<file path="src/hw/rtl/ipmac_pkg.sv">
// ----------------------------------------------------------------------------
// ipmac_pkg
// Shared widths and codes for the IP-to-MAC address cache.
// ----------------------------------------------------------------------------
package ipmac_pkg;

    localparam int unsigned IP_W  = 32;
    localparam int unsigned MAC_W = 48;

    typedef enum logic {
        MODE_LOOKUP = 1'b0,
        MODE_SAVE   = 1'b1
    } t_mode;

endpackage

</file>
<file path="src/hw/rtl/ipmac_if.sv">
// ----------------------------------------------------------------------------
// ipmac_if
// Request and response channels of the IP-to-MAC address cache.
// ----------------------------------------------------------------------------
interface ipmac_req_if;
    logic                         valid;
    logic                         ready;
    logic                         mode;
    logic [ipmac_pkg::IP_W-1:0]   ip_addr;
    logic [ipmac_pkg::MAC_W-1:0]  mac_addr;

    modport source (output valid, output mode, output ip_addr, output mac_addr,
                    input ready);
    modport sink   (input valid, input mode, input ip_addr, input mac_addr,
                    output ready);
endinterface

interface ipmac_rsp_if;
    logic                         valid;
    logic                         ready;
    logic                         hit;
    logic [ipmac_pkg::MAC_W-1:0]  mac_out;

    modport source (output valid, output hit, output mac_out, input ready);
    modport sink   (input valid, input hit, input mac_out, output ready);
endinterface

</file>
<file path="src/hw/rtl/ipmac_ram.sv">
// ----------------------------------------------------------------------------
// ipmac_ram
// Generic single-write, single-read RAM with registered read data.
// ----------------------------------------------------------------------------
module ipmac_ram #(
    parameter int unsigned WIDTH = 48,
    parameter int unsigned DEPTH = 8
) (
    input  logic                     i_clk,
    input  logic                     i_we,
    input  logic [$clog2(DEPTH)-1:0] i_waddr,
    input  logic [WIDTH-1:0]         i_wdata,
    input  logic                     i_re,
    input  logic [$clog2(DEPTH)-1:0] i_raddr,
    output logic [WIDTH-1:0]         o_rdata
);

    logic [WIDTH-1:0] r_mem [DEPTH];
    logic [WIDTH-1:0] r_rdata;

    always_ff @(posedge i_clk) begin
        if (i_we) begin
            r_mem[i_waddr] <= i_wdata;
        end
        if (i_re) begin
            r_rdata <= r_mem[i_raddr];
        end
    end

    assign o_rdata = r_rdata;

endmodule

</file>
<file path="src/hw/rtl/ip_to_mac_cache.sv">
// Response path: a request passes the input register, then the result register;
// the result register holds while a pending response is not taken.
// Throughput: one request per cycle unless the response stalls; the compare
// against every key register and the MAC RAM read both complete within one stage each.
// Reset clears entry valid bits, the replacement pointer and pipeline valids;
// in one cycle; no clearing pass is needed.
// ----------------------------------------------------------------------------
// ip_to_mac_cache
// Fully associative IPv4-to-MAC table with round-robin (oldest-first)
// replacement. Keys and valid bits sit in flops; MACs live in a RAM.
// ----------------------------------------------------------------------------
module ip_to_mac_cache #(
    parameter int unsigned TABLE_ENTRIES = 8
) (
    input  logic        i_clk,
    input  logic        i_rst_n,
    ipmac_req_if.sink   i_req,
    ipmac_rsp_if.source o_rsp
);

    localparam int unsigned PTR_W = $clog2(TABLE_ENTRIES);

    // stage 1: input register
    logic                          r_v1;
    logic                          r_mode;
    logic [ipmac_pkg::IP_W-1:0]    r_ip;
    logic [ipmac_pkg::MAC_W-1:0]   r_mac;

    // stage 2: result register (MAC data comes from the RAM read register)
    logic                          r_v2;
    logic                          r_hit;
    logic                          r_lookup_hit;

    // table
    logic [ipmac_pkg::IP_W-1:0]    r_key [TABLE_ENTRIES];
    logic [TABLE_ENTRIES-1:0]      r_entry_valid;
    logic [PTR_W-1:0]              r_ptr;
    logic [PTR_W-1:0]              n_ptr;

    logic [TABLE_ENTRIES-1:0]      match_vec;
    logic [PTR_W-1:0]              hit_idx;
    logic                          any_hit;
    logic                          adv;
    logic                          do_save;
    logic                          do_read;
    logic [ipmac_pkg::MAC_W-1:0]   ram_rdata;

    assign adv         = !r_v2 || o_rsp.ready;
    assign i_req.ready = !r_v1 || adv;

    always_comb begin
        for (int i = 0; i < TABLE_ENTRIES; i++) begin
            match_vec[i] = r_entry_valid[i] && (r_key[i] == r_ip);
        end
    end

    // lowest matching slot wins
    always_comb begin
        hit_idx = '0;
        for (int i = TABLE_ENTRIES - 1; i >= 0; i--) begin
            if (match_vec[i]) begin
                hit_idx = PTR_W'(i);
            end
        end
    end

    assign any_hit = |match_vec;
    assign do_save = r_v1 && adv && (r_mode == ipmac_pkg::MODE_SAVE) && !any_hit;
    assign do_read = r_v1 && adv && (r_mode == ipmac_pkg::MODE_LOOKUP) && any_hit;
    assign n_ptr   = (r_ptr == PTR_W'(TABLE_ENTRIES - 1)) ? '0 : r_ptr + PTR_W'(1);

    always_ff @(posedge i_clk) begin
        if (!i_rst_n) begin
            r_v1          <= 1'b0;
            r_v2          <= 1'b0;
            r_entry_valid <= '0;
            r_ptr         <= '0;
        end else begin
            if (i_req.ready) begin
                r_v1 <= i_req.valid;
            end
            if (adv) begin
                r_v2 <= r_v1;
            end
            if (do_save) begin
                r_entry_valid[r_ptr] <= 1'b1;
                r_ptr                <= n_ptr;
            end
        end
    end

    always_ff @(posedge i_clk) begin
        if (i_req.ready && i_req.valid) begin
            r_mode <= i_req.mode;
            r_ip   <= i_req.ip_addr;
            r_mac  <= i_req.mac_addr;
        end
        if (adv) begin
            r_hit        <= any_hit;
            r_lookup_hit <= (r_mode == ipmac_pkg::MODE_LOOKUP) && any_hit;
        end
        if (do_save) begin
            r_key[r_ptr] <= r_ip;
        end
    end

    ipmac_ram #(
        .WIDTH (ipmac_pkg::MAC_W),
        .DEPTH (TABLE_ENTRIES)
    ) u_mac_ram (
        .i_clk   (i_clk),
        .i_we    (do_save),
        .i_waddr (r_ptr),
        .i_wdata (r_mac),
        .i_re    (do_read),
        .i_raddr (hit_idx),
        .o_rdata (ram_rdata)
    );

    assign o_rsp.valid   = r_v2;
    assign o_rsp.hit     = r_hit;
    assign o_rsp.mac_out = r_lookup_hit ? ram_rdata : '0;

`ifndef SYNTHESIS
    // a save never duplicates a key, so at most one slot can match
    a_single_match: assert property (@(posedge i_clk) disable iff (!i_rst_n)
        r_v1 |-> $onehot0(match_vec))
        else $error("multiple table entries match one address");

    // a missed save lands in the slot under the pointer and marks it valid
    a_save_lands: assert property (@(posedge i_clk) disable iff (!i_rst_n)
        do_save |=> r_entry_valid[$past(r_ptr)] && (r_key[$past(r_ptr)] == $past(r_ip)))
        else $error("saved entry not written at replacement slot");

    // pointer only moves on a missed save
    a_ptr_moves: assert property (@(posedge i_clk) disable iff (!i_rst_n)
        !do_save |=> $stable(r_ptr))
        else $error("replacement pointer moved without a save");
`endif

endmodule
</file>
<file path="src/flat_wrapper.sv">
// flat-port wrapper written by rule: the top's interface ports become plain ports
module ip_to_mac_cache_flat 
#(
    parameter int unsigned TABLE_ENTRIES = 8
)
  (i_clk, i_rst_n, i_req_valid, i_req_mode, i_req_ip_addr, i_req_mac_addr, i_req_ready, o_rsp_valid, o_rsp_hit, o_rsp_mac_out, o_rsp_ready);
  ipmac_req_if i_req_i ();
  ipmac_rsp_if o_rsp_i ();
  input  logic i_clk;
  input  logic i_rst_n;
  input wire logic [$bits(i_req_i.valid)-1:0] i_req_valid;
  input wire logic [$bits(i_req_i.mode)-1:0] i_req_mode;
  input wire logic [$bits(i_req_i.ip_addr)-1:0] i_req_ip_addr;
  input wire logic [$bits(i_req_i.mac_addr)-1:0] i_req_mac_addr;
  output wire logic [$bits(i_req_i.ready)-1:0] i_req_ready;
  output wire logic [$bits(o_rsp_i.valid)-1:0] o_rsp_valid;
  output wire logic [$bits(o_rsp_i.hit)-1:0] o_rsp_hit;
  output wire logic [$bits(o_rsp_i.mac_out)-1:0] o_rsp_mac_out;
  input wire logic [$bits(o_rsp_i.ready)-1:0] o_rsp_ready;
  assign i_req_i.valid = i_req_valid;
  assign i_req_i.mode = i_req_mode;
  assign i_req_i.ip_addr = i_req_ip_addr;
  assign i_req_i.mac_addr = i_req_mac_addr;
  assign i_req_ready = i_req_i.ready;
  assign o_rsp_valid = o_rsp_i.valid;
  assign o_rsp_hit = o_rsp_i.hit;
  assign o_rsp_mac_out = o_rsp_i.mac_out;
  assign o_rsp_i.ready = o_rsp_ready;
  ip_to_mac_cache #(.TABLE_ENTRIES(TABLE_ENTRIES)) u_core (.i_clk(i_clk), .i_rst_n(i_rst_n), .i_req(i_req_i), .o_rsp(o_rsp_i));
endmodule
</file>
<file path="config.mk">
export PLATFORM = sky130hd
export DESIGN_NAME = ip_to_mac_cache_flat
export DESIGN_NICKNAME = d
export VERILOG_FILES = /design/src/hw/rtl/ipmac_pkg.sv /design/src/hw/rtl/ipmac_if.sv /design/src/hw/rtl/ipmac_ram.sv /design/src/hw/rtl/ip_to_mac_cache.sv /design/src/flat_wrapper.sv
export SDC_FILE = /design/constraint.sdc
export NUM_CORES = 1
export LEC_CHECK = 0
export ABC_CLOCK_PERIOD_IN_PS = 20200
export BUFFER_PORTS_ARGS = -buffer_cell sky130_fd_sc_hd__buf_2
export CAP_MARGIN = 40
export CORE_ASPECT_RATIO = 0.6
export CORE_UTILIZATION = 47
export CTS_CLUSTER_DIAMETER = 80
export DETAILED_ROUTE_END_ITERATION = 10
export SYNTH_ARGS = -nofsm -noshare
export SYNTH_HDL_FRONTEND = slang
export SYNTH_SLANG_ARGS = --single-unit
</file>
<file path="constraint.sdc">
create_clock -name i_clk -period 20.2 [get_ports i_clk]
set_clock_uncertainty 0.1 [all_clocks]
set_input_delay 6.06 -clock i_clk [delete_from_list [all_inputs] [get_ports i_clk]]
set_output_delay 6.06 -clock i_clk [all_outputs]
set_load 0.1 [all_outputs]
</file>
# Word level (Yosys, flattened, before mapping)
# Memory sizes are Yosys's and may differ from the RTL's. A register that Yosys moved wholly into a read port is not among the register bits.
# Cells that the tools add are included.
[word_totals]
ff_bits = 96
ram_bits = 640
in_bits = 85
wordCells = 61
memories = 2
[op_classes]
addsub = 1
magnitude_cmp = 2
eq_ne = 9
mux = 14
bitwise = 2
reduce_logical = 22
[mem_list]
columns = ["name", "words", "width", "rd", "rd_clocked_by_memory_dff", "wr", "line_no", "text"]
rows = [
  ["u_core.u_mac_ram.r_mem", 8, 48, 1, 1, 1, "ipmac_ram.sv:18", "logic [WIDTH-1:0] r_mem [DEPTH];"],
  ["u_core.r_key", 8, 32, 8, 0, 1, "ip_to_mac_cache.sv:35", "logic [ipmac_pkg::IP_W-1:0] r_key [TABLE_ENTRIES];"],
]
[ops]
columns = ["operator", "n"]
rows = [
  ["32-bit equality test", 8],
  ["48-bit two-way mux", 1],
  ["3-bit two-way mux", 9],
  ["1-bit logical AND", 16],
  ["8-bit OR", 1],
  ["8-bit OR reduction", 1],
  ["3-bit by 4-bit < comparator with 1-bit output, second input constant", 1],
  ["3-bit by 1-bit adder with 3-bit output, second input constant", 1],
  ["1-bit demux with 3-bit select", 1],
  ["3-bit equality test, second input constant", 1],
  ["3-bit by 1-bit greater-or-equal comparator with 1-bit output, second input constant", 1],
  ["1-bit logical NOT", 3],
  ["1-bit two-way mux", 3],
  ["1-bit logical OR", 2],
  ["1-bit inverter", 1],
]

# Longest topological paths before layout
# Gate-level depths: netlist of run 1.
[logic_depth]
depth_word = 10
ltp_mapped = 14

# By module
# Synthesis of run 1 repeated with hierarchy kept, for this count alone.
[unflattened]
cells_unflattened = 1466
area_unflattened_um2 = 30461.7
[modules_own_cells]
columns = ["module", "n_inst", "cells_each", "area_per_inst_um2", "seq_area_each_um2"]
rows = [
  ["ipmac_ram", 1, 616, 16100.4, 12972.4],
  ["ip_to_mac_cache", 1, 850, 14361.3, 10440.0],
]

# Worst setup path after synthesis of run 1
# No wires, ideal clock.
[synth_path]
path_type = "in2reg"
from = "input port o_rsp_ready"
to = "memory u_core.r_key[6][0] (netlist bit), enable pin"
arrival_time_ns = 12.908
required_ns = 19.464
slack_ns = 6.556
path_stages = 6
n_path_buf = 0
cell_sequence = "nor2b_1 -> inv_1 -> nand3_1 -> nor3_1 -> nand2_1 -> nor3b_1"
[synth_via]
elab_chain_cells = 6
[synth_rtl]
columns = ["item", "line_no", "text"]
rows = [
  ["start: declaration", "flat_wrapper.sv:19", "input wire logic [$bits(o_rsp_i.ready)-1:0] o_rsp_ready;"],
  ["1-bit logical OR", "ip_to_mac_cache.sv:48", "assign adv = !r_v2 || o_rsp.ready;"],
  ["named net u_core.adv", "ip_to_mac_cache.sv:43", "logic adv;"],
  ["1-bit logical AND (3 in a row)", "ip_to_mac_cache.sv:68", "assign do_save = r_v1 && adv && (r_mode == ipmac_pkg::MODE_SAVE) && !any_hit;"],
  ["1-bit two-way mux", "ip_to_mac_cache.sv:102", "if (do_save) begin"],
  ["1-bit two-way mux (implied by the code)", "ip_to_mac_cache.sv:103", "r_key[r_ptr] <= r_ip;"],
  ["end: declaration", "ip_to_mac_cache.sv:35", ""],
]
# The timed path passes the listed nets, and every way through them passes these cells.

# Worst setup path after layout of run 1
[layout_path]
from = "input port o_rsp_ready"
to = "output port i_req_ready"
[layout_via]
elab_chain_cells = 2
[layout_rtl]
columns = ["item", "line_no", "text"]
rows = [
  ["1-bit logical OR", "ip_to_mac_cache.sv:48", ""],
  ["1-bit logical OR", "ip_to_mac_cache.sv:49", "assign i_req.ready = !r_v1 || adv;"],
  ["end: declaration", "flat_wrapper.sv:15", "output wire logic [$bits(i_req_i.ready)-1:0] i_req_ready;"],
]
# No other way between the ends.

==> reports/results.md, run 1 <==
| Item | This run | Unit |
|:---|:---|:---|
| Worst Setup EP | i_req_ready | - |
| Number of cells traversed by the worst register-to-register path | 14 | - |
| Final setup violation count | 0 | - |
| Reg2Reg Launch Point | u_core.r_ip[13] | - |
| Crit-path max cell delay | 300 | ps |
| Setup WS pre-CTS | 7254 | ps |
| Cells after Synth | 1837 | - |
| Most frequent cell after synthesis | sky130_fd_sc_hd__edfxtp_1 | - |
| Final cell area excluding filler cells | 0.03516 | sq mm |
| Type of the worst setup path | in2out | - |
| Resize count post-CTS | 0 | - |
| Most area-hungry cell type in the Yosys netlist | sky130_fd_sc_hd__edfxtp_1 | - |
| Number of hold buffers added after CTS | 0 | - |
| End of the worst register-to-register path | u_core.r_key[7][3] | - |
| Post-route minimum period | 12960 | ps |
| Worst setup slack after layout | 7236 | ps |
| Number of instances in the placed design | 2799 | - |
| Number of distinct library cell variants in the gate-level netlist after synthesis | 46 | - |
| CP startpoint | o_rsp_ready | - |
| Number of ports placed on the die boundary | 136 | - |
| Number of storage elements in the synthesis netlist | 784 | - |
| Crit path capture type | primary output | - |
| Cell breakdown of the critical path | buf_2, nor2b_1, nand2_1, buf_2 | - |
| Number of input and output port buffers inserted | 135 | - |
| Leakage | 12.16 | nW |
| Mapped Area | 0.03079 | sq mm |
| Top flip-flop cell by instance count after synthesis | sky130_fd_sc_hd__edfxtp_1 | - |
| Total wirelength of the detailed-routed design | 69.22 | mm |
| Total count of hold-check failures in the final report | 0 | - |
| Number of inserted filler cells in the final layout | 5091 | - |
| Total via count after detailed routing | 16486 | - |
| Via density per instance | 5.621 | - |
| Unrepaired setup endpoints after global routing | no | - |
| Global router's overall resource usage | 20.93 | % |
| Number of non-filler instances in the completed layout | 2933 | - |
| TritonRoute pass-1 iters | 5 | - |
| Maximum level of the CTS H-tree | 3 | - |
| Number of flops mapped to enable cells by yosys | 771 | - |
| Area enclosed by the die boundary | 0.06657 | sq mm |
| Buffers & Inverters on Critical Path | 2 | - |
| Chip Height | 200.3 | microns |
| Net total in the final layout | 2110 | - |
| Reg2reg setup slack | 15160 | ps |
| Detailed router's first-iteration violation count | 1536 | - |
| Share of the synthesized area in the top cell type | 75.19 | % |
| Area post-placement | 0.03267 | sq mm |
| Number of buffers added by the clock tree synthesis step | 73 | - |
| RD Place Congestion | 0.8317 | - |
| Final worst path period share | 64.18 | % |
| Vias in the first global route | 16137 | - |
| Most used cell, CP | sky130_fd_sc_hd__buf_2 | - |
| Post-Synthesis Net Count | 1924 | - |
| Crit path max-delay cell type | sky130_fd_sc_hd__buf_2 | - |
| Async set-or-reset flop fraction in the synthesized netlist | 0 | % |
| Number of gates on the worst path with buffers counted | 4 | - |
| Setup repair bufs after CTS | 0 | - |
| CP delay by family, top | buffers and inverters | - |
| Count of warnings emitted by yosys | 0 | - |
| Number of sinks driven by the clock tree | 784 | - |
| Half-perimeter wire length after placement | 39.31 | mm |
| Number of cell rows | 72 | - |
| Number of pins with negative max-slew slack in the final report | 0 | - |
| Worst hold path class | reg2reg | - |
| Root buffer selected by CTS | sky130_fd_sc_hd__clkbuf_16 | - |
| Slew @ Worst Pin | 868.4 | ps |
| Max Clk Rate | 77.14 | MHz |
| Initial antenna violation count | 2 | - |
| Clock transition at the registers of the reported paths | 70 | ps |
| Ratio of cells with drive above 1 in the final layout | 16.39 | % |
| Arrival time worst endpoint | 6800 | ps |
| CTS tree | built | - |
| Later-pin clock latency in the skew report | 620 | ps |
| Initial Util | 47.67 | % |
| Overflow after GRT | 0 | - |
| Sequential element share of the synthesized area | 76.04 | % |
| Final routed wire length divided by cell count | 23.60 | microns |
| Maximum number of buffers from clock root to sink | 3 | - |
| First-pass GRT wire length | 103.3 | mm |
| Maximum fanout count along the critical path | 4 | - |
| Startpoint Class | input pin | - |
| Final routed DRC violation total | 0 | - |
| Result of the run | finished, final reports clean | - |
| Die W | 332.4 | microns |
| Pin count of the biggest net entering global routing | 145 | - |
| Antenna Nets Post-Route | 0 | - |
| WP data required | 14040 | ps |
| Post-synth top cells | sky130_fd_sc_hd__edfxtp_1, sky130_fd_sc_hd__xor2_1, sky130_fd_sc_hd__mux2i_1 | - |
| Area inside the core boundary | 0.06459 | sq mm |
| Dominant cells by area after synthesis | sky130_fd_sc_hd__edfxtp_1, sky130_fd_sc_hd__xor2_1, sky130_fd_sc_hd__mux2i_1 | - |
| Average footprint of a synthesized cell | 16.76 | sq um |
| P per Cell Area | 95.95 | mW/mm^2 |
| IR Drop Worst-Case VDD | 0.05306 | mV |
| TNS Setup | 0 | ps |
| Max-slew headroom at the worst pin | 42.11 | % |
| Number of maximum-capacitance violations | 0 | - |
| Synth-to-Final Area Change | 14.20 | % |
[routing by layer]
metal,global-route usage [%],vias up,routed length [microns]
met2,29.69,490,29190
met4,4.630,0,1161
met3,3.969,80,4527
li1,-,7508,-
met5,0,-,0
met1,33.28,8408,34340
[registers in the layout (all words and copies together), names as in the netlist]
| signal | flops |
|---|---|
| u_core.o_rsp.hit | 1 |
| u_core.o_rsp.valid | 1 |
| u_core.r_entry_valid | 8 |
| u_core.r_ip | 32 |
| u_core.r_key | 256 |
| u_core.r_lookup_hit | 1 |
| u_core.r_mac | 48 |
| u_core.r_mode | 1 |
| u_core.r_ptr | 3 |
| u_core.r_v1 | 1 |
| u_core.u_mac_ram.o_rdata | 48 |
| u_core.u_mac_ram.r_mem | 384 |
[worst min-delay path by stage]
| stage | endpoint | slack (ps) | from | cells past startpoint |
|---|---|---|---|---|
| after floorplan | u_core.r_entry_valid[6] | 350 | u_core.r_entry_valid[6] | 1 |
| after global placement | u_core.r_entry_valid[4] | 370 | u_core.r_entry_valid[4] | 1 |
| after detailed placement | u_core.r_entry_valid[1] | 380 | u_core.r_entry_valid[1] | 1 |
| after CTS | u_core.r_entry_valid[1] | 400 | u_core.r_entry_valid[1] | 1 |
| after global routing | u_core.r_entry_valid[1] | 410 | u_core.r_entry_valid[1] | 1 |
| final | u_core.r_entry_valid[1] | 400 | u_core.r_entry_valid[1] | 1 |
[stage by stage]
stage	hold slack [ps]	power [W]	utilization, %
floorplan	353.8	0.001924	-
global placement	367.3	0.001972	50.36
detailed placement	379.8	0.001977	50.59
CTS	396.3	0.003402	54.43
global route	408.2	0.003474	54.43
finish	400.0	0.003374	54.44
[cell families after synthesis]
| kind of cell | share of synthesized area (%) |
|---|---|
| simple gates | 7.099 |
| fa+ha+maj | 0.08126 |
| mux | 3.218 |
| xor+xnor | 7.140 |
| compound gates | 4.559 |
| flops | 76.04 |
| buf+inv | 1.865 |
[final cells by class]
class	count	area (sq um)	area share (%)
antenna	1	2.502	0.007117
tap	851	1065	3.028
inverter	6	22.52	0.06405
clock buffer	89	1961	5.576
timing repair buffer	201	1279	3.637
clock inverter	44	525.5	1.495
sequential	784	23410	66.58
multi-input combinational	957	6895	19.61
[cells in the final DEF (no fill, tap or decap), drive strengths merged, types with 4 or more instances in the layout]
cell,count
a21oi,97
and2,49
buf,201
bufinv,11
clkbuf,89
clkinv,26
clkinvlp,6
dfxtp,13
edfxtp,771
inv,7
mux2i,99
nand2,62
nand2b,18
nand3,20
nand4,27
nand4b,11
nor2,61
nor2b,6
nor3,20
nor3b,5
nor4,95
nor4b,7
o2111ai,4
o21a,9
o22ai,48
o311ai,49
xnor2,46
xor2,205
[power breakdown]
group          total (W)  switching, W  internal [W]  leakage (nW)
clock            0.00143      0.000596      0.000836          1.20
combinational   0.000122     0.0000863     0.0000355          3.84
sequential       0.00182     0.0000151       0.00180          7.12
(Power assumes the default switching activity.)
==> inputs of run 2 (changes only) <==
--- a/config.mk
+++ b/config.mk
@@ -5,7 +5,7 @@
 export SDC_FILE = /design/constraint.sdc
 export NUM_CORES = 1
 export LEC_CHECK = 0
-export ABC_CLOCK_PERIOD_IN_PS = 20200
+export ABC_CLOCK_PERIOD_IN_PS = 13440
 export BUFFER_PORTS_ARGS = -buffer_cell sky130_fd_sc_hd__buf_2
 export CAP_MARGIN = 40
 export CORE_ASPECT_RATIO = 0.6
==> constraint.sdc (replaced) <==
create_clock -name i_clk -period 13.44 [get_ports i_clk]
set_clock_uncertainty 0.1 [all_clocks]
set_input_delay 4.032 -clock i_clk [delete_from_list [all_inputs] [get_ports i_clk]]
set_output_delay 4.032 -clock i_clk [all_outputs]
set_load 0.1 [all_outputs]
==> run 2 against run 1 <==
Against the previous run:
- cell count is the same
- worst setup slack lost 2700 ps
- sequential power rose by 51%
- sequential cell count unchanged
- worst hold slack lost 6.1 ps
- routed wire length down 0.75%
- total power grew 48%
- first-iteration DRC count is 3.4% lower
- sequential share of layout area is 0.18 points higher
- clock-buffer cell count is 5 higher
- register-to-register slack worse by 6700 ps
- die area is the same
- largest cell class unchanged
- largest power group unchanged
==> reports/results.md, run 2 (same netlist as run 1, synthesis figures left out) <==
| Item | This run | Unit |
|:---|:---|:---|
| Startpoint Class | input pin | - |
| Number of ports placed on the die boundary | 136 | - |
| IR Drop Worst-Case VDD | 0.08960 | mV |
| WP data required | 9310 | ps |
| Area taken by flip-flops and latches | 0.02341 | sq mm |
| CTS tree | built | - |
| Setup WS pre-CTS | 4546 | ps |
| Result of the run | finished, final reports clean | - |
| Maximum number of buffers from clock root to sink | 3 | - |
| Detailed router's first-iteration violation count | 1484 | - |
| Number of sinks driven by the clock tree | 784 | - |
| Worst hold path class | reg2reg | - |
| Initial antenna violation count | 2 | - |
| Slew @ Worst Pin | 853.3 | ps |
| Initial Util | 47.67 | % |
| Via density per instance | 5.604 | - |
| Final worst path period share | 66.11 | % |
| Number of inserted filler cells in the final layout | 5114 | - |
| Total count of hold-check failures in the final report | 0 | - |
| Number of instances in the placed design | 2799 | - |
| Post-route minimum period | 8886 | ps |
| Setup repair bufs after CTS | 0 | - |
| Synth-to-Final Area Change | 13.89 | % |
| Area enclosed by the die boundary | 0.06657 | sq mm |
| TNS Setup | 0 | ps |
| Die W | 332.4 | microns |
| End of the worst register-to-register path | u_core.u_mac_ram.o_rdata[46] | - |
| Final routed DRC violation total | 0 | - |
| Top reg by flops | u_core.u_mac_ram.r_mem | - |
| Unrepaired setup endpoints after global routing | no | - |
| Total via count after detailed routing | 16437 | - |
| Final antenna diode count | 0 | - |
| Max-slew headroom at the worst pin | 43.11 | % |
| Share of the core filled with cells in the final layout | 54.29 | % |
| Number of input and output port buffers inserted | 135 | - |
| TritonRoute pass-1 iters | 7 | - |
| Overflow after GRT | 0 | - |
| Design internal power | 0.003956 | W |
| Chip Height | 200.3 | microns |
| Reg2reg setup slack | 8500 | ps |
| Area post-placement | 0.03268 | sq mm |
| Hold Path End | u_core.r_entry_valid[4] | - |
| Later-pin clock latency in the skew report | 620 | ps |
| Net load switching power | 0.001033 | W |
| Total wirelength of the detailed-routed design | 68.69 | mm |
| Worst setup slack after layout | 4554 | ps |
| Max layer used | met4 | - |
| Arrival time worst endpoint | 4750 | ps |
| Number of maximum-capacitance violations | 0 | - |
| Final cell area excluding filler cells | 0.03507 | sq mm |
| Global router's overall resource usage | 20.70 | % |
| Hold path start | u_core.r_entry_valid[4] | - |
| Maximum fanout count along the critical path | 4 | - |
| Number of cells traversed by the worst register-to-register path | 13 | - |
| Antenna Nets Post-Route | 0 | - |
| Met2 WL post-DR | 28.68 | mm |
| Vias in the first global route | 15863 | - |
| Number of hold buffers added after CTS | 0 | - |
| Clock transition at the registers of the reported paths | 60 | ps |
| Ratio of cells with drive above 1 in the final layout | 15.75 | % |
| Routed length on met1 | 34.54 | mm |
| Multi-input combinational cell area | 0.006895 | sq mm |
| Power share of the clock group | 41.5 | % |
| Largest regs | u_core.u_mac_ram.r_mem: 384 flops, u_core.r_key: 256 flops | - |
| RD Place Congestion | 0.8222 | - |
| WHS Path Cells | 1 | - |
| Most frequent cells in the layout | sky130_fd_sc_hd__edfxtp_1, sky130_fd_sc_hd__xor2_1, sky130_fd_sc_hd__buf_2 | - |
| Max reg flops | 384 | - |
| Final setup violation count | 0 | - |
| Crit path capture type | primary output | - |
| Half-perimeter wire length after placement | 39.41 | mm |
| Maximum level of the CTS H-tree | 3 | - |
| Number of buffers added by the clock tree synthesis step | 73 | - |
| Relative contribution of combinational cells to total power | 3.6 | % |
| Area inside the core boundary | 0.06459 | sq mm |
| P per Cell Area | 142.3 | mW/mm^2 |
| Max Clk Rate | 112.5 | MHz |
| Pin count of the biggest net entering global routing | 63 | - |
| Number of pins with negative max-slew slack in the final report | 0 | - |
| Sequential share of power | 54.8 | % |
| Final routed wire length divided by cell count | 23.42 | microns |
| Type of the worst setup path | in2out | - |
| Leakage | 12.12 | nW |
| Met3 wirelength from detailed routing | 4.420 | mm |
| Reg2Reg Launch Point | u_core.r_ip[31] | - |
| Resize count post-CTS | 0 | - |
| Root buffer selected by CTS | sky130_fd_sc_hd__clkbuf_16 | - |
| Most common cell after layout, fill and taps aside | sky130_fd_sc_hd__edfxtp_1 | - |
| First-pass GRT wire length | 102.1 | mm |
| Net Sw Frac | 20.70 | % |
| Number of cell rows | 72 | - |
| Number of non-filler instances in the completed layout | 2933 | - |
| Net total in the final layout | 2110 | - |
==> run 2: changes by cell type in the layout (fill, tap and decap cells not counted), moves of 3 or more <==
cell                         previous run  this run
sky130_fd_sc_hd__clkinv_1               9        17
sky130_fd_sc_hd__clkbuf_1              12        18
sky130_fd_sc_hd__clkinvlp_4             6         1
sky130_fd_sc_hd__clkinv_2              13         9
sky130_fd_sc_hd__bufinv_16             11         8
sky130_fd_sc_hd__clkinv_4               3         0
==> run 2: layout make-up <==
cell class / count / area share (%)
clock buffers: 94 / 5.584
multi-input cells: 957 / 19.66
flip-flops and latches: 784 / 66.77
repair buffers: 201 / 3.668
well taps: 851 / 3.036
inverters: 6 / 0.06423
clock inverters: 40 / 1.217
==> run 2: stage by stage <==
| stage | hold slack [ps] | power (W) |
|---|---|---|
| after floorplan | 353.8 | 0.002892 |
| after global placement | 362.2 | 0.002963 |
| after detailed placement | 379.3 | 0.002970 |
| after CTS | 390.1 | 0.005029 |
| after global routing | 414.0 | 0.005137 |
| final | 394.0 | 0.004989 |
==> run 2: worst max path at each step <==
stage,startpoint,endpoint,cells past startpoint
floorplan,o_rsp_ready,u_core.r_key[6][0],6
global placement,o_rsp_ready,i_req_ready,4
detailed placement,o_rsp_ready,i_req_ready,4
CTS,o_rsp_ready,i_req_ready,4
global route,o_rsp_ready,i_req_ready,4
finish,o_rsp_ready,i_req_ready,4
==> run 2: per-layer routing <==
layer | up-vias | global-route usage (%)
met3 | 82 | 3.737
met5 | - | 0
met1 | 8304 | 33.59
met4 | 0 | 4.497
li1 | 7516 | -
met2 | 535 | 28.80
==> run 2: critical path, stage by stage <==
cell and delay, ps:
sky130_fd_sc_hd__buf_2 90, sky130_fd_sc_hd__nor2b_1 210, sky130_fd_sc_hd__nand2_1 110, sky130_fd_sc_hd__buf_2 300
==> run 2: power groups by stage <==
| stage | Clock (W) | Sequential, W | Combinational, W |
|---|---|---|---|
| 3_3_place_gp | 0 | 0.00279 | 0.000177 |
| 3_5_place_dp | 0 | 0.00279 | 0.000182 |
| 6_report | 0.00207 | 0.00274 | 0.000182 |
| 4_1_cts | 0.00211 | 0.00274 | 0.000182 |
| 2_1_floorplan | 0 | 0.00279 | 0.000103 |
| 5_1_grt | 0.00220 | 0.00274 | 0.000195 |
==> inputs of run 3 (changes only) <==
--- a/config.mk
+++ b/config.mk
@@ -5,13 +5,14 @@
 export SDC_FILE = /design/constraint.sdc
 export NUM_CORES = 1
 export LEC_CHECK = 0
-export ABC_CLOCK_PERIOD_IN_PS = 13440
+export ABC_CLOCK_PERIOD_IN_PS = 8000
 export BUFFER_PORTS_ARGS = -buffer_cell sky130_fd_sc_hd__buf_2
 export CAP_MARGIN = 40
 export CORE_ASPECT_RATIO = 0.6
 export CORE_UTILIZATION = 47
 export CTS_CLUSTER_DIAMETER = 80
 export DETAILED_ROUTE_END_ITERATION = 10
+export PLACE_DENSITY = 0.66
 export SYNTH_ARGS = -nofsm -noshare
 export SYNTH_HDL_FRONTEND = slang
 export SYNTH_SLANG_ARGS = --single-unit
==> constraint.sdc (replaced) <==
create_clock -name i_clk -period 8 [get_ports i_clk]
set_clock_uncertainty 0.1 [all_clocks]
set_input_delay 2.4 -clock i_clk [delete_from_list [all_inputs] [get_ports i_clk]]
set_output_delay 2.4 -clock i_clk [all_outputs]
set_load 0.1 [all_outputs]
==> run 3 against run 2 <==
Against the previous run:
- sequential power is 68% higher
- total power grew 65%
- die area unchanged
- sequential cell count unchanged
- global-route usage rose by 0.45 points
- routed wire length up 2.9%
- first-iteration DRC count is 18% higher
==> reports/results.md, run 3 (same netlist as run 1, synthesis figures left out) <==
| Item | This run | Unit |
|:---|:---|:---|
| Result of the run | finished, final reports clean | - |
| Most frequent cells in the layout | sky130_fd_sc_hd__edfxtp_1, sky130_fd_sc_hd__xor2_1, sky130_fd_sc_hd__buf_2 | - |
| Worst hold path class | reg2reg | - |
| Number of buffers added by the clock tree synthesis step | 71 | - |
| Number of sinks driven by the clock tree | 784 | - |
| Total count of hold-check failures in the final report | 0 | - |
| Leakage | 12.01 | nW |
| IR Drop Worst-Case VDD | 0.1635 | mV |
| Top reg by flops | u_core.u_mac_ram.r_mem | - |
| Area enclosed by the die boundary | 0.06657 | sq mm |
| RD Place Congestion | 0.9310 | - |
| Number of inserted filler cells in the final layout | 5020 | - |
| Crit path capture type | primary output | - |
| CP delay by family, top | buffers and inverters | - |
| Post-route minimum period | 5657 | ps |
| Die W | 332.4 | microns |
| CTS tree | built | - |
| Slew @ Worst Pin | 907.0 | ps |
| TNS Setup | 0 | ps |
| Resize count post-CTS | 0 | - |
| Initial antenna violation count | 4 | - |
| Startpoint Class | input pin | - |
| Sequential share of power | 55.9 | % |
| Total design power | 0.008250 | W |
| Number of input and output port buffers inserted | 135 | - |
| Design internal power | 0.006541 | W |
| TritonRoute pass-1 iters | 5 | - |
| First-pass GRT wire length | 104.4 | mm |
| Area inside the core boundary | 0.06459 | sq mm |
| Maximum number of buffers from clock root to sink | 3 | - |
| Crit path max-delay cell type | sky130_fd_sc_hd__buf_2 | - |
| Area taken by flip-flops and latches | 0.02341 | sq mm |
| Overflow after GRT | 0 | - |
| Cell breakdown of the critical path | buf_2, nor2b_1, nand2_1, buf_2 | - |
| Via density per instance | 5.713 | - |
| Max-slew headroom at the worst pin | 38.97 | % |
| Unrepaired setup endpoints after global routing | no | - |
| Synth-to-Final Area Change | 13.56 | % |
| Antenna Nets Post-Route | 0 | - |
| Most used cell, CP | sky130_fd_sc_hd__buf_2 | - |
| Initial Util | 47.67 | % |
| WP data required | 5500 | ps |
| Max Clk Rate | 176.8 | MHz |
| Root buffer selected by CTS | sky130_fd_sc_hd__clkbuf_16 | - |
| Final worst path period share | 70.72 | % |
| Global router's overall resource usage | 21.16 | % |
| Vias in the first global route | 16177 | - |
| Buffers & Inverters on Critical Path | 2 | - |
| Net Sw Frac | 20.72 | % |
| Area post-placement | 0.03271 | sq mm |
| Clock transition at the registers of the reported paths | 60 | ps |
| Total wirelength of the detailed-routed design | 70.68 | mm |
| Largest regs | u_core.u_mac_ram.r_mem: 384 flops, u_core.r_key: 256 flops | - |
| Final routed wire length divided by cell count | 24.24 | microns |
| Max reg flops | 384 | - |
| Final cell area excluding filler cells | 0.03496 | sq mm |
| Final setup violation count | 0 | - |
| Number of ports placed on the die boundary | 136 | - |
| Type of the worst setup path | in2out | - |
| Chip Height | 200.3 | microns |
| Number of hold buffers added after CTS | 0 | - |
| Net total in the final layout | 2097 | - |
| Number of cell rows | 72 | - |
| Most common cell after layout, fill and taps aside | sky130_fd_sc_hd__edfxtp_1 | - |
| Crit-path max cell delay | 300 | ps |
| Detailed router's first-iteration violation count | 1747 | - |
| Later-pin clock latency in the skew report | 610 | ps |
| Total via count after detailed routing | 16658 | - |
| Setup repair bufs after CTS | 0 | - |
| P per Cell Area | 236.0 | mW/mm^2 |
| Maximum fanout count along the critical path | 4 | - |
| Relative contribution of combinational cells to total power | 3.6 | % |
| Arrival time worst endpoint | 3160 | ps |
| Multi-input combinational cell area | 0.006933 | sq mm |
| Net load switching power | 0.001710 | W |
| Number of maximum-capacitance violations | 0 | - |
| Pin count of the biggest net entering global routing | 145 | - |
| Maximum level of the CTS H-tree | 3 | - |
| Half-perimeter wire length after placement | 41.05 | mm |
| Final routed DRC violation total | 0 | - |
| Number of pins with negative max-slew slack in the final report | 0 | - |
| Ratio of cells with drive above 1 in the final layout | 15.26 | % |
| Power share of the clock group | 40.5 | % |
[run 3: changes by cell type in the layout (fill, tap and decap cells not counted), sizes merged]
| cell | before | now |
|---|---|---|
| clkdlybuf4s15 | 0 | 1 |
| clkinvlp | 1 | 2 |
| buf | 201 | 189 |
| bufinv | 8 | 6 |
| diode | 0 | 1 |
| clkinv | 28 | 20 |
| clkbuf | 94 | 96 |
[run 3: path summary, 6_finish.rpt]
check	from	to	slack [ps]	depth (start not counted)
worst max-delay path	o_rsp_ready	i_req_ready	2340	4
worst min-delay path	u_core.r_entry_valid[5]	u_core.r_entry_valid[5]	400	1
worst max register to register	u_core.r_ip[31]	u_core.r_key[0][7]	2640	12
worst min register to register	u_core.r_entry_valid[5]	u_core.r_entry_valid[5]	400	1
[run 3: power groups by stage]
stage	Combinational, W	Sequential, W	Clock, W
3_3_place_gp	0.000286	0.00469	0
5_1_grt	0.000316	0.00461	0.00356
6_report	0.000298	0.00461	0.00334
3_5_place_dp	0.000294	0.00470	0
4_1_cts	0.000296	0.00461	0.00341
2_1_floorplan	0.000174	0.00468	0
[run 3: routing by layer]
metal	routed length, microns	global-route usage, %	up-vias
li1	-	-	7477
met5	26	0	-
met2	29590	29.78	726
met4	1267	4.481	4
met3	6485	6.051	113
met1	33310	32.53	8338
[run 3: cell type report]
type                       instances  area share, %
inverter                           6        0.06441
clock buffer                      96          5.525
sequential                       784          66.96
multi-input combinational        957          19.83
timing repair buffer             190          3.654
antenna                            1       0.007157
clock inverter                    31         0.9161
tap                              851          3.045
[run 3: stage by stage]
stage                     utilization [%]  cells  hold slack [ps]  worst slack (ps)
after detailed placement            50.63   2787            381.7              2353
after global routing                54.13   2915            414.4              2250
after CTS                           54.12   2914            397.2              2343
final                               54.13   2916            395.1              2343
after global placement              50.39   2780            377.6              2349
after floorplan                         -   1837            353.8             611.6
